`src/design/i2smsd_pkg.sv`:
```
// i2smsd_pkg: shared types, constants and helpers for the slot detect/extract block.
// No dependencies.
`default_nettype none
package i2smsd_pkg;

    localparam int FRAMES_PER_BLOCK = 256;
    localparam int FIB_W            = 12;
    localparam int ENERGY_W         = 32;
    localparam int WORD_W           = 16;
    localparam int CNT_W            = 8;
    localparam int SEL_W            = 2;
    localparam int PADDR_W          = 4;

    localparam logic [FIB_W-1:0] LAST_FRAME = FIB_W'(FRAMES_PER_BLOCK - 1);

    localparam logic [SEL_W-1:0] SEL_AUTO   = 2'd0;
    localparam logic [SEL_W-1:0] SEL_FIRST  = 2'd1;
    localparam logic [SEL_W-1:0] SEL_SECOND = 2'd2;

    localparam logic [1:0] REG_SLOT_SELECT    = 2'd0;
    localparam logic [1:0] REG_DISCARD_BLOCKS = 2'd1;
    localparam logic [1:0] REG_DETECT_BLOCKS  = 2'd2;

    typedef struct packed {
        logic signed [WORD_W-1:0] pcm_sample;
        logic                     slot_used;
        logic                     block_last;
    } t_result;

    // |word| of a signed 16-bit value; the most negative word gives 32768
    function automatic logic [WORD_W:0] magnitude16(input logic [WORD_W-1:0] w);
        logic [WORD_W:0] ext;
        ext = {1'b0, w};
        if (w[WORD_W-1]) begin
            return (17'h10000 - ext);
        end
        return ext;
    endfunction

endpackage
`default_nettype wire

```
`src/design/i2smsd_lane.sv`:
```
// i2smsd_lane: one slot lane, magnitude and wrapping 32-bit energy accumulator.
// Depends on i2smsd_pkg.
`default_nettype none
module i2smsd_lane
    import i2smsd_pkg::*;
(
    input  wire logic                i_clk,
    input  wire logic                i_rst_n,
    input  wire logic [WORD_W-1:0]   i_word,
    input  wire logic                i_acc_en,
    input  wire logic                i_clear,
    output logic      [ENERGY_W-1:0] o_energy,
    output logic      [ENERGY_W-1:0] o_energy_next
);

    logic [ENERGY_W-1:0] r_energy;

    assign o_energy_next = r_energy + ENERGY_W'(magnitude16(i_word));
    assign o_energy      = r_energy;

    always_ff @(posedge i_clk) begin
        if (!i_rst_n) begin
            r_energy <= '0;
        end else if (i_clear) begin
            r_energy <= '0;
        end else if (i_acc_en) begin
            r_energy <= o_energy_next;
        end
    end

endmodule
`default_nettype wire

```
`src/design/i2smsd_merge.sv`:
```
// i2smsd_merge: combines the lanes - picks the louder slot and selects the output word.
// Depends on i2smsd_pkg.
`default_nettype none
module i2smsd_merge
    import i2smsd_pkg::*;
(
    input  wire logic [ENERGY_W-1:0] i_energy0,
    input  wire logic [ENERGY_W-1:0] i_energy1,
    input  wire logic [SEL_W-1:0]    i_slot_select,
    input  wire logic                i_slot_offset,
    input  wire logic [WORD_W-1:0]   i_slot0_word,
    input  wire logic [WORD_W-1:0]   i_slot1_word,
    input  wire logic                i_block_last,
    output logic                     o_pick,
    output t_result                  o_result
);

    logic sel;

    // tie goes to slot 0
    assign o_pick = (i_energy1 > i_energy0);

    always_comb begin
        case (i_slot_select)
            SEL_AUTO:   sel = i_slot_offset;
            SEL_SECOND: sel = 1'b1;
            default:    sel = 1'b0;
        endcase
        o_result.pcm_sample = sel ? i_slot1_word : i_slot0_word;
        o_result.slot_used  = sel;
        o_result.block_last = i_block_last;
    end

endmodule
`default_nettype wire

```
`src/design/i2smsd_outbuf.sv`:
```
// i2smsd_outbuf: output register plus skid stage for result words.
// Depends on i2smsd_pkg.
`default_nettype none
module i2smsd_outbuf
    import i2smsd_pkg::*;
(
    input  wire logic    i_clk,
    input  wire logic    i_rst_n,
    input  wire logic    i_push,
    input  wire t_result i_data,
    output logic         o_full,
    output logic         o_valid,
    input  wire logic    i_stall,
    output t_result      o_data
);

    logic    r_main_v;
    logic    r_skid_v;
    t_result r_main;
    t_result r_skid;
    logic    take;

    assign take    = r_main_v && !i_stall;
    assign o_full  = r_skid_v;
    assign o_valid = r_main_v;
    assign o_data  = r_main;

    always_ff @(posedge i_clk) begin
        if (!i_rst_n) begin
            r_main_v <= 1'b0;
            r_skid_v <= 1'b0;
        end else if (r_skid_v) begin
            if (take) begin
                r_skid_v <= 1'b0;
            end
        end else if (i_push) begin
            if (!r_main_v || take) begin
                r_main_v <= 1'b1;
            end else begin
                r_skid_v <= 1'b1;
            end
        end else if (take) begin
            r_main_v <= 1'b0;
        end
    end

    always_ff @(posedge i_clk) begin
        if (r_skid_v) begin
            if (take) begin
                r_main <= r_skid;
            end
        end else if (i_push) begin
            if (!r_main_v || take) begin
                r_main <= i_data;
            end else begin
                r_skid <= i_data;
            end
        end
    end

endmodule
`default_nettype wire

```
`src/design/i2s_mic_slot_detect_extract_top.sv`:
```
// i2s_mic_slot_detect_extract_top: top level, block counters, registers, lanes and merge.
// Depends on i2smsd_pkg, i2smsd_lane, i2smsd_merge, i2smsd_outbuf.
//
// Takes one stereo frame word per cycle and updates its block, discard and detection
// state in that same cycle: two slot lanes accumulate |sample| side by side and a
// merge stage compares the two energies on the last detect block. Results reach the
// output through a register with a skid stage, so input is stalled only while that
// skid stage is occupied; with no output stall the rate is one word per clock and
// output valid follows in the cycle after input acceptance.
`default_nettype none
module i2s_mic_slot_detect_extract_top
    import i2smsd_pkg::*;
(
    input  wire logic                i_clk,
    input  wire logic                i_rst_n,
    input  wire logic                i_in_valid,
    output logic                     o_in_stall,
    input  wire logic                i_restart,
    input  wire logic [WORD_W-1:0]   i_slot0_word,
    input  wire logic [WORD_W-1:0]   i_slot1_word,
    output logic                     o_out_valid,
    input  wire logic                i_out_stall,
    output logic signed [WORD_W-1:0] o_pcm_sample,
    output logic                     o_slot_used,
    output logic                     o_block_last,
    input  wire logic                psel,
    input  wire logic                penable,
    input  wire logic                pwrite,
    input  wire logic [PADDR_W-1:0]  paddr,
    input  wire logic [31:0]         pwdata,
    output logic      [31:0]         prdata,
    output logic                     pready
);

    logic [SEL_W-1:0] r_slot_select;
    logic [CNT_W-1:0] r_discard_blocks;
    logic [CNT_W-1:0] r_detect_blocks;
    logic [CNT_W-1:0] r_discard_count;
    logic [CNT_W-1:0] r_detect_count;
    logic             r_slot_locked;
    logic             r_slot_offset;
    logic [FIB_W-1:0] r_frame_in_block;

    logic                accept;
    logic                restart_acc;
    logic                frame;
    logic                last;
    logic                in_discard;
    logic                in_detect;
    logic                emit;
    logic                lock_now;
    logic [CNT_W-1:0]    n_detect_count;
    logic [ENERGY_W-1:0] energy0;
    logic [ENERGY_W-1:0] energy1;
    logic [ENERGY_W-1:0] energy0_next;
    logic [ENERGY_W-1:0] energy1_next;
    logic                pick;
    logic                cfg_wr;
    t_result             result;
    t_result             out_data;

    assign accept      = i_in_valid && !o_in_stall;
    assign restart_acc = accept && i_restart;
    assign frame       = accept && !i_restart;
    assign last        = (r_frame_in_block >= LAST_FRAME);
    assign in_discard  = (r_discard_count < r_discard_blocks);
    assign in_detect   = !in_discard && (r_slot_select == SEL_AUTO) && !r_slot_locked;
    assign emit        = frame && !in_discard && !in_detect;
    assign n_detect_count = r_detect_count + CNT_W'(1);
    assign lock_now    = frame && in_detect && last && (n_detect_count >= r_detect_blocks);

    i2smsd_lane u_lane0 (
        .i_clk         (i_clk),
        .i_rst_n       (i_rst_n),
        .i_word        (i_slot0_word),
        .i_acc_en      (frame && in_detect),
        .i_clear       (restart_acc),
        .o_energy      (energy0),
        .o_energy_next (energy0_next)
    );

    i2smsd_lane u_lane1 (
        .i_clk         (i_clk),
        .i_rst_n       (i_rst_n),
        .i_word        (i_slot1_word),
        .i_acc_en      (frame && in_detect),
        .i_clear       (restart_acc),
        .o_energy      (energy1),
        .o_energy_next (energy1_next)
    );

    i2smsd_merge u_merge (
        .i_energy0     (energy0_next),
        .i_energy1     (energy1_next),
        .i_slot_select (r_slot_select),
        .i_slot_offset (r_slot_offset),
        .i_slot0_word  (i_slot0_word),
        .i_slot1_word  (i_slot1_word),
        .i_block_last  (last),
        .o_pick        (pick),
        .o_result      (result)
    );

    i2smsd_outbuf u_outbuf (
        .i_clk   (i_clk),
        .i_rst_n (i_rst_n),
        .i_push  (emit),
        .i_data  (result),
        .o_full  (o_in_stall),
        .o_valid (o_out_valid),
        .i_stall (i_out_stall),
        .o_data  (out_data)
    );

    assign o_pcm_sample = out_data.pcm_sample;
    assign o_slot_used  = out_data.slot_used;
    assign o_block_last = out_data.block_last;

    // run state
    always_ff @(posedge i_clk) begin
        if (!i_rst_n) begin
            r_discard_count  <= '0;
            r_detect_count   <= '0;
            r_slot_locked    <= 1'b0;
            r_slot_offset    <= 1'b0;
            r_frame_in_block <= '0;
        end else if (restart_acc) begin
            r_discard_count  <= '0;
            r_detect_count   <= '0;
            r_slot_locked    <= 1'b0;
            r_frame_in_block <= '0;
        end else if (frame) begin
            r_frame_in_block <= last ? '0 : r_frame_in_block + FIB_W'(1);
            if (in_discard) begin
                if (last) begin
                    r_discard_count <= r_discard_count + CNT_W'(1);
                end
            end else if (in_detect && last) begin
                r_detect_count <= n_detect_count;
                if (lock_now) begin
                    r_slot_offset <= pick;
                    r_slot_locked <= 1'b1;
                end
            end
        end
    end

    // register port
    assign cfg_wr = psel && penable && pwrite;
    assign pready = 1'b1;

    always_ff @(posedge i_clk) begin
        if (!i_rst_n) begin
            r_slot_select    <= SEL_AUTO;
            r_discard_blocks <= CNT_W'(4);
            r_detect_blocks  <= CNT_W'(4);
        end else if (cfg_wr) begin
            case (paddr[3:2])
                REG_SLOT_SELECT:    r_slot_select    <= pwdata[SEL_W-1:0];
                REG_DISCARD_BLOCKS: r_discard_blocks <= pwdata[CNT_W-1:0];
                REG_DETECT_BLOCKS:  r_detect_blocks  <= pwdata[CNT_W-1:0];
                default: ;
            endcase
        end
    end

    always_comb begin
        case (paddr[3:2])
            REG_SLOT_SELECT:    prdata = {30'd0, r_slot_select};
            REG_DISCARD_BLOCKS: prdata = {24'd0, r_discard_blocks};
            REG_DETECT_BLOCKS:  prdata = {24'd0, r_detect_blocks};
            default:            prdata = '0;
        endcase
    end

    // a result is never produced while the skid stage is occupied
    a_no_overflow: assert property (@(posedge i_clk) disable iff (!i_rst_n)
        emit |-> !o_in_stall)
        else $error("result pushed into full output buffer");

    // restart clears both energies and the lock
    a_restart_clears: assert property (@(posedge i_clk) disable iff (!i_rst_n)
        restart_acc |=> (energy0 == '0) && (energy1 == '0) && !r_slot_locked)
        else $error("restart did not clear detection state");

    // a lock only happens on the last frame of a block
    a_lock_on_last: assert property (@(posedge i_clk) disable iff (!i_rst_n)
        $rose(r_slot_locked) |-> $past(frame && last))
        else $error("slot locked away from a block boundary");

endmodule
`default_nettype wire
```
`config.mk`:
```
export PLATFORM = sky130hd
export DESIGN_NAME = i2s_mic_slot_detect_extract_top
export DESIGN_NICKNAME = d
export VERILOG_FILES = /design/src/design/i2smsd_pkg.sv /design/src/design/i2smsd_lane.sv /design/src/design/i2smsd_merge.sv /design/src/design/i2smsd_outbuf.sv /design/src/design/i2s_mic_slot_detect_extract_top.sv
export SDC_FILE = /design/constraint.sdc
export NUM_CORES = 1
export LEC_CHECK = 0
export BUFFER_PORTS_ARGS = -buffer_cell sky130_fd_sc_hd__buf_2
export CAP_MARGIN = 40
export CORE_ASPECT_RATIO = 0.8
export CORE_MARGIN = 5
export CORE_UTILIZATION = 55
export CTS_BUF_LIST = sky130_fd_sc_hd__clkbuf_8
export DETAILED_ROUTE_END_ITERATION = 8
export GPL_TIMING_DRIVEN = 0
export PLACE_DENSITY = 0.76
export SETUP_SLACK_MARGIN = 0.1
export SYNTH_ARGS = -nofsm -noshare
export SYNTH_HDL_FRONTEND = slang
export SYNTH_SLANG_ARGS = --single-unit
```
`constraint.sdc`:
```
create_clock -name i_clk -period 10.9 [get_ports i_clk]
set_clock_uncertainty 0.1 [all_clocks]
set_input_delay 0.545 -clock i_clk [delete_from_list [all_inputs] [get_ports i_clk]]
set_output_delay 0.545 -clock i_clk [all_outputs]
set_load 0.005 [all_outputs]
```
After elaboration in Yosys (flattened, before gate mapping). Cells that the tools add are included.

RAM bits: 0. Word-level logic and storage cells: 98. Bits in latches: 0. ROM bits: 0. Flip-flop bits (word level): 150. Memories kept: 0.

Bitwise operators: 5. Equality and inequality tests: 5. Reduce and logical (&&, ||, !) cells: 38. Add/sub/neg operators: 7. Order comparisons: 4. Shift-type cells: 0. Div/mod/pow operators: 0. $mul: 0. Multiplexer cells: 21.

Operators by type and width (count): two-way mux 18 bit (4); two-way mux 17 bit (4); adder 32 x 17 -> 32 bit (2); subtractor 17 x 16 -> 17 bit, first input constant (2); greater-than comparator 32 bit (1); case mux 8 bit (3 select lines) (1); adder 8 x 1 -> 8 bit, second input constant (2); two-way mux 16 bit (1); AND reduction 3 bit (5); logical AND 1 bit (14); adder 12 x 1 -> 12 bit, second input constant (1); greater-or-equal comparator 12 x 8 -> 1 bit, second input constant (1); two-way mux 12 bit (1); two-way mux 1 bit (9); greater-or-equal comparator 8 bit (1); < comparator 8 bit (1); zero test 1 bit (7); AND reduction 2 bit (3); nonzero test 2 bit (3); inverter 1 bit (5); AND reduction 5 bit (1); equality test 2 bit, second input constant (2); zero test 2 bit (2); AND reduction 4 bit (1); 6 further kinds (6).

Logic depth before layout (Yosys ltp).
Depth after elaboration: 8. Mapped depth: 25. Mapped depth without buffers: 24.

By module. From an unflattened synthesis, not the netlist that was laid out.

Cell total of the unflattened synthesis: 1310. Area total of the unflattened synthesis: 11193.2 um^2.

By module, submodules not included: i2smsd_lane (u_lane1) (cells each 386, instances 1, area each 2982.9 um^2, seq. area each 640.6 um^2); i2smsd_lane (u_lane0) (cells each 368, instances 1, area each 2940.3 um^2, seq. area each 640.6 um^2); i2s_mic_slot_detect_extract_top (cells each 321, instances 1, area each 2762.6 um^2, seq. area each 960.9 um^2); i2smsd_outbuf (cells each 69, instances 1, area each 1483.9 um^2, seq. area each 1121.1 um^2); i2smsd_merge (cells each 166, instances 1, area each 1023.5 um^2, seq. area each 0.0 um^2).

Least setup slack after synthesis. Ideal clock, no wire load.

Kind: input-to-reg. Start: input i_slot0_word[8]. End: register r_slot_offset. Arrival time: 4816 ps. Setup time: 72 ps. Stages on the path: 19. Path slack: 5913 ps. Path through: or3_1 > or2_1 > or3_1 > o41ai_1 > xnor2_1 > ha_1 > a21oi_1 > o21bai_1 > a221o_1 > a21oi_1 > buf_2 > nor2_1 > xnor2_1 > ha_1 > nand4_1 > nor4b_1 > o41ai_1 > a31o_2 > mux2i_1.

Longest elaborated chain between the ends: 5.

Ends and longest elaborated chain: start, declared (RTL line i2s_mic_slot_detect_extract_top.sv:19) `input wire logic [WORD_W-1:0] i_slot0_word,`; subtractor 17 x 16 -> 17 bit (RTL line i2smsd_pkg.sv:35) `return (17'h10000 - ext);`; two-way mux 17 bit (RTL line i2smsd_pkg.sv:34) `if (w[WORD_W-1]) begin`; two-way mux 17 bit * (RTL line i2smsd_pkg.sv:37) `return ext;`; adder 32 x 17 -> 32 bit * (RTL line i2smsd_lane.sv:18) `assign o_energy_next = r_energy + ENERGY_W'(magnitude16(i_word));`; greater-than comparator 32 bit * (RTL line i2smsd_merge.sv:21) `assign o_pick = (i_energy1 > i_energy0);`; end signal, assigned (RTL line i2s_mic_slot_detect_extract_top.sv:141) `r_slot_offset <= pick;`; end, declared (RTL line i2s_mic_slot_detect_extract_top.sv:41) `logic r_slot_offset;`.

Mark *: on every way between the ends. The rest lies on a longest branch, timed or not. The select of a mux whose other input is x is not followed. A chain may end at the register's enable or synchronous reset.

Worst setup path after layout. Ends and elaborated chain as after synthesis.

==> metrics.cfg <==
[setup_path]
cp_top_family = compound AO/OA/AOI/OAI gates
cp_slowest_stage_delay_ns = 0.40
worstPathMaxFanout = 10
critical_path_buf_inv_count = 2
arrival_ns = 5.78
slowest_stage = nor4b_1
crit_path_end_kind = flop
path_cells = buf_2, or3_1, or2_1, or3_1, o41ai_1, xnor2_1, ha_1, a21oi_1, o21bai_1, a221o_1, a21oi_1, buf_2, nor2_1, xnor2_1, ha_1, nand2_1, nor2_1, nor4b_1, o41ai_1, a31o_2, mux2i_1
crit_path_start_kind = input port
critPathRequiredTime_ns = 11.20
crit_type = in2reg

[layout]
fin_nets = 1503
areaGrowthSynthToFinish_pct = 11.71
drive_gt1_frac = 0.1384
design_area_sq_um = 11580
antenna_cells = 0

[floorplanning]
die_w_um = 163.5
start_util = 0.5655
io-pin-count = 129
die-area_sq_um = 21710
rows = 44
die_h_um = 132.8
core_sq_um = 18330

[cts]
cts_made_buffers = 17
cts_resized = 0
cts_buffer_depth = 2
clkSlewWorstSetupHoldPaths_ns = 0.09
postCtsSetupBuffers = 0
htree_num_levels = 4
cts_sinks = 150
cts_tree = yes
clock_latency_ns = 0.48
hold_buffers = 0
clockRootBuffer = clkbuf_8

[placement]
dpl.hpwl_um = 20590
gp_congestion = 0.9314
dpl_worst_slack_ns = 5.026
placement.cell_area_sq_um = 11190
io_buffers = 75

[yosys]
ys_seq_area_frac = 0.3244
synthTopCellsByArea = dfxtp_1 (22%), ha_1 (11%), edfxtp_1 (10%)
synth_edf_count = 36
synth_top_area_frac = 0.2202
yosys_warnings = 0
ys_types = 73
ys.flop_type = dfxtp_1
yosysTopAreaCell = dfxtp_1
async_flop_share = 0
synthSimpleGateAreaFrac = 0.2240
synth_top_family_by_area = simple AND/OR/NAND/NOR gates
yosys.cell_count.top_type = nand2_1
netlist_area_sq_um = 10370
synthAdderAreaFrac = 0.1089
synthMuxAreaShare = 0.03874
synthCells = 1216
synth_compound_area_frac = 0.1435
synthTopCellsByCount = nand2_1 (167), dfxtp_1 (114), nor2_1 (89), ha_1 (87), xnor2_1 (86)
ys_ff_latch = 150
avgSynthCellArea_sq_um = 8.525
synth-xor-area-share = 0.1124

[timing]
period_share = 0.5035
layout_setup_ws_ns = 5.412
fmax_ghz = 0.1822
setup_viol = 0
worst_pin_slew_ns = 0.8258
rsz0062_at_grt = no
tns_ns = 0
slew_headroom = 0.4417
drv_slew = 0
whs_ns = 0.2131
fin_crit_ns = 5.488
hold_viol = 0

[drt]
wl_per_cell_um = 16.57
num_vias = 9066
via_per_inst = 5.652
ant_nets = 0
drtIter0Drc = 671
drc = 0
drtPass1Iterations = 5
wl_um = 26580

[power]
p_int_w = 0.0008451
pwr-share-comb = 0.140
leakage_nw = 4.709
clkPwrFrac = 0.377
netSwitchingFraction = 0.2858
totalPowerFinal_w = 0.001183
vdd_drop_max_mv = 0.07097
switching_power_w = 0.0003382
p_per_area_nw_per_um2 = 102.2
seq_power_share = 0.483

[outcome]
status = finished clean

[grt]
antenna_found_initial = 0
grt_max_degree = 18
gr-total-overflow = 0
grt_pass1_wl_um = 42760
grt_use_total = 0.2436
grt_pass1_vias = 8394

[run]
maxCapViolations = 0

[worst_hold_path]
hold_path.class = in2reg

==> routing by layer <==
| layer | vias to the layer above | wire, um | GRT usage | share of wire |
|---|---|---|---|---|
| li1 | 4488 | - | - | - |
| met3 | 39 | 2075 | 0.04042 | 0.078 |
| met5 | - | 0 | 0 | 0 |
| met4 | 0 | 456 | 0.06754 | 0.017 |
| met1 | 4231 | 12700 | 0.3637 | 0.48 |
| met2 | 308 | 11350 | 0.3634 | 0.43 |
==> kinds of logic (layout without fill, tap and decap cells) <==
logic type / count (synthesis) / count (layout)
DFF: 150 / 150
and+or+nand+nor: 473 / 473
AOI/OAI and AO/OA: 229 / 229
adders and majority gates: 89 / 89
buffers and inverters: 102 / 212
muxes: 38 / 38
xor gates and xnor gates: 133 / 133
other: 2 / 27
==> power by group through the flow <==
stage / clock network, W / registers, W / logic (W)
finish: 0.000446 / 0.000572 / 0.000166
global placement: 0 / 0.000584 / 0.000157
global route: 0.000478 / 0.000572 / 0.000183
detailed placement: 0 / 0.000585 / 0.000161
floorplan: 0 / 0.000584 / 0.000110
CTS: 0.000451 / 0.000572 / 0.000162
==> placed cells by master, fill, tap and decap left out, drive strengths merged, types with 3 or more instances in the layout <==
cell type and count:
a211oi 9, a21boi 4, a21o 17, a21oi 76, a221oi 4, a22o 8
a31o 5, and2 20, and3 22, buf 118, clkbuf 44, conb 27
dfxtp 114, edfxtp 36, ha 87, inv 45, mux2 17, mux2i 21
nand2 168, nand2b 13, nand3 42, nand4 27, nor2 91, nor2b 26
nor3 22, nor3b 5, nor4 8, o211ai 12, o21a 4, o21ai 54
o21bai 5, o22ai 3, o31ai 11, o41ai 4, or2 3, or3 14
or4 7, xnor2 86, xor2 47
==> tightest hold or removal path: stages <==
cell and delay, ns:
buf_2 0.09, nand2_1 0.04, o211ai_1 0.07
==> cell type report <==
cell class	count	area, sq um
clock buffers	18	247.7
plain buffers	66	355.3
inverters	36	135.1
clock inverters	14	146.4
flip-flops and latches	150	3363
repair buffers	78	405.4
well taps	253	316.6
fillers	1626	6753
multi-input cells	989	6610
==> through the flow <==
step           std cells  utilization
2_1_floorplan       1241            -
3_3_place_gp        1569       0.6083
3_5_place_dp        1572       0.6102
4_1_cts             1604       0.6317
5_1_grt             1604       0.6317
6_report            1604       0.6317
==> sequential cells by signal, indices dropped and copies added (netlist names), 2 cells and up <==
name              count
u_outbuf.r_skid      18
r_slot_select         2
u_lane1.o_energy     32
r_detect_count        8
r_detect_blocks       8
r_discard_count       8
r_frame_in_block     12
u_outbuf.o_data      18
r_discard_blocks      8
u_lane0.o_energy     32
==> worst paths after layout <==
| kind | start | endpoint | slack (ns) | cells after the start |
|---|---|---|---|---|
| setup reg to reg | u_lane0.o_energy[0] | r_slot_offset | 6.49 | 16 |
| setup / recovery | i_slot0_word[8] | r_slot_offset | 5.41 | 21 |
| hold reg to reg | r_slot_offset | r_slot_offset | 0.36 | 2 |
| hold / removal | pwdata[2] | r_detect_blocks[2] | 0.21 | 3 |
Power figures use the tool's default switching activity.
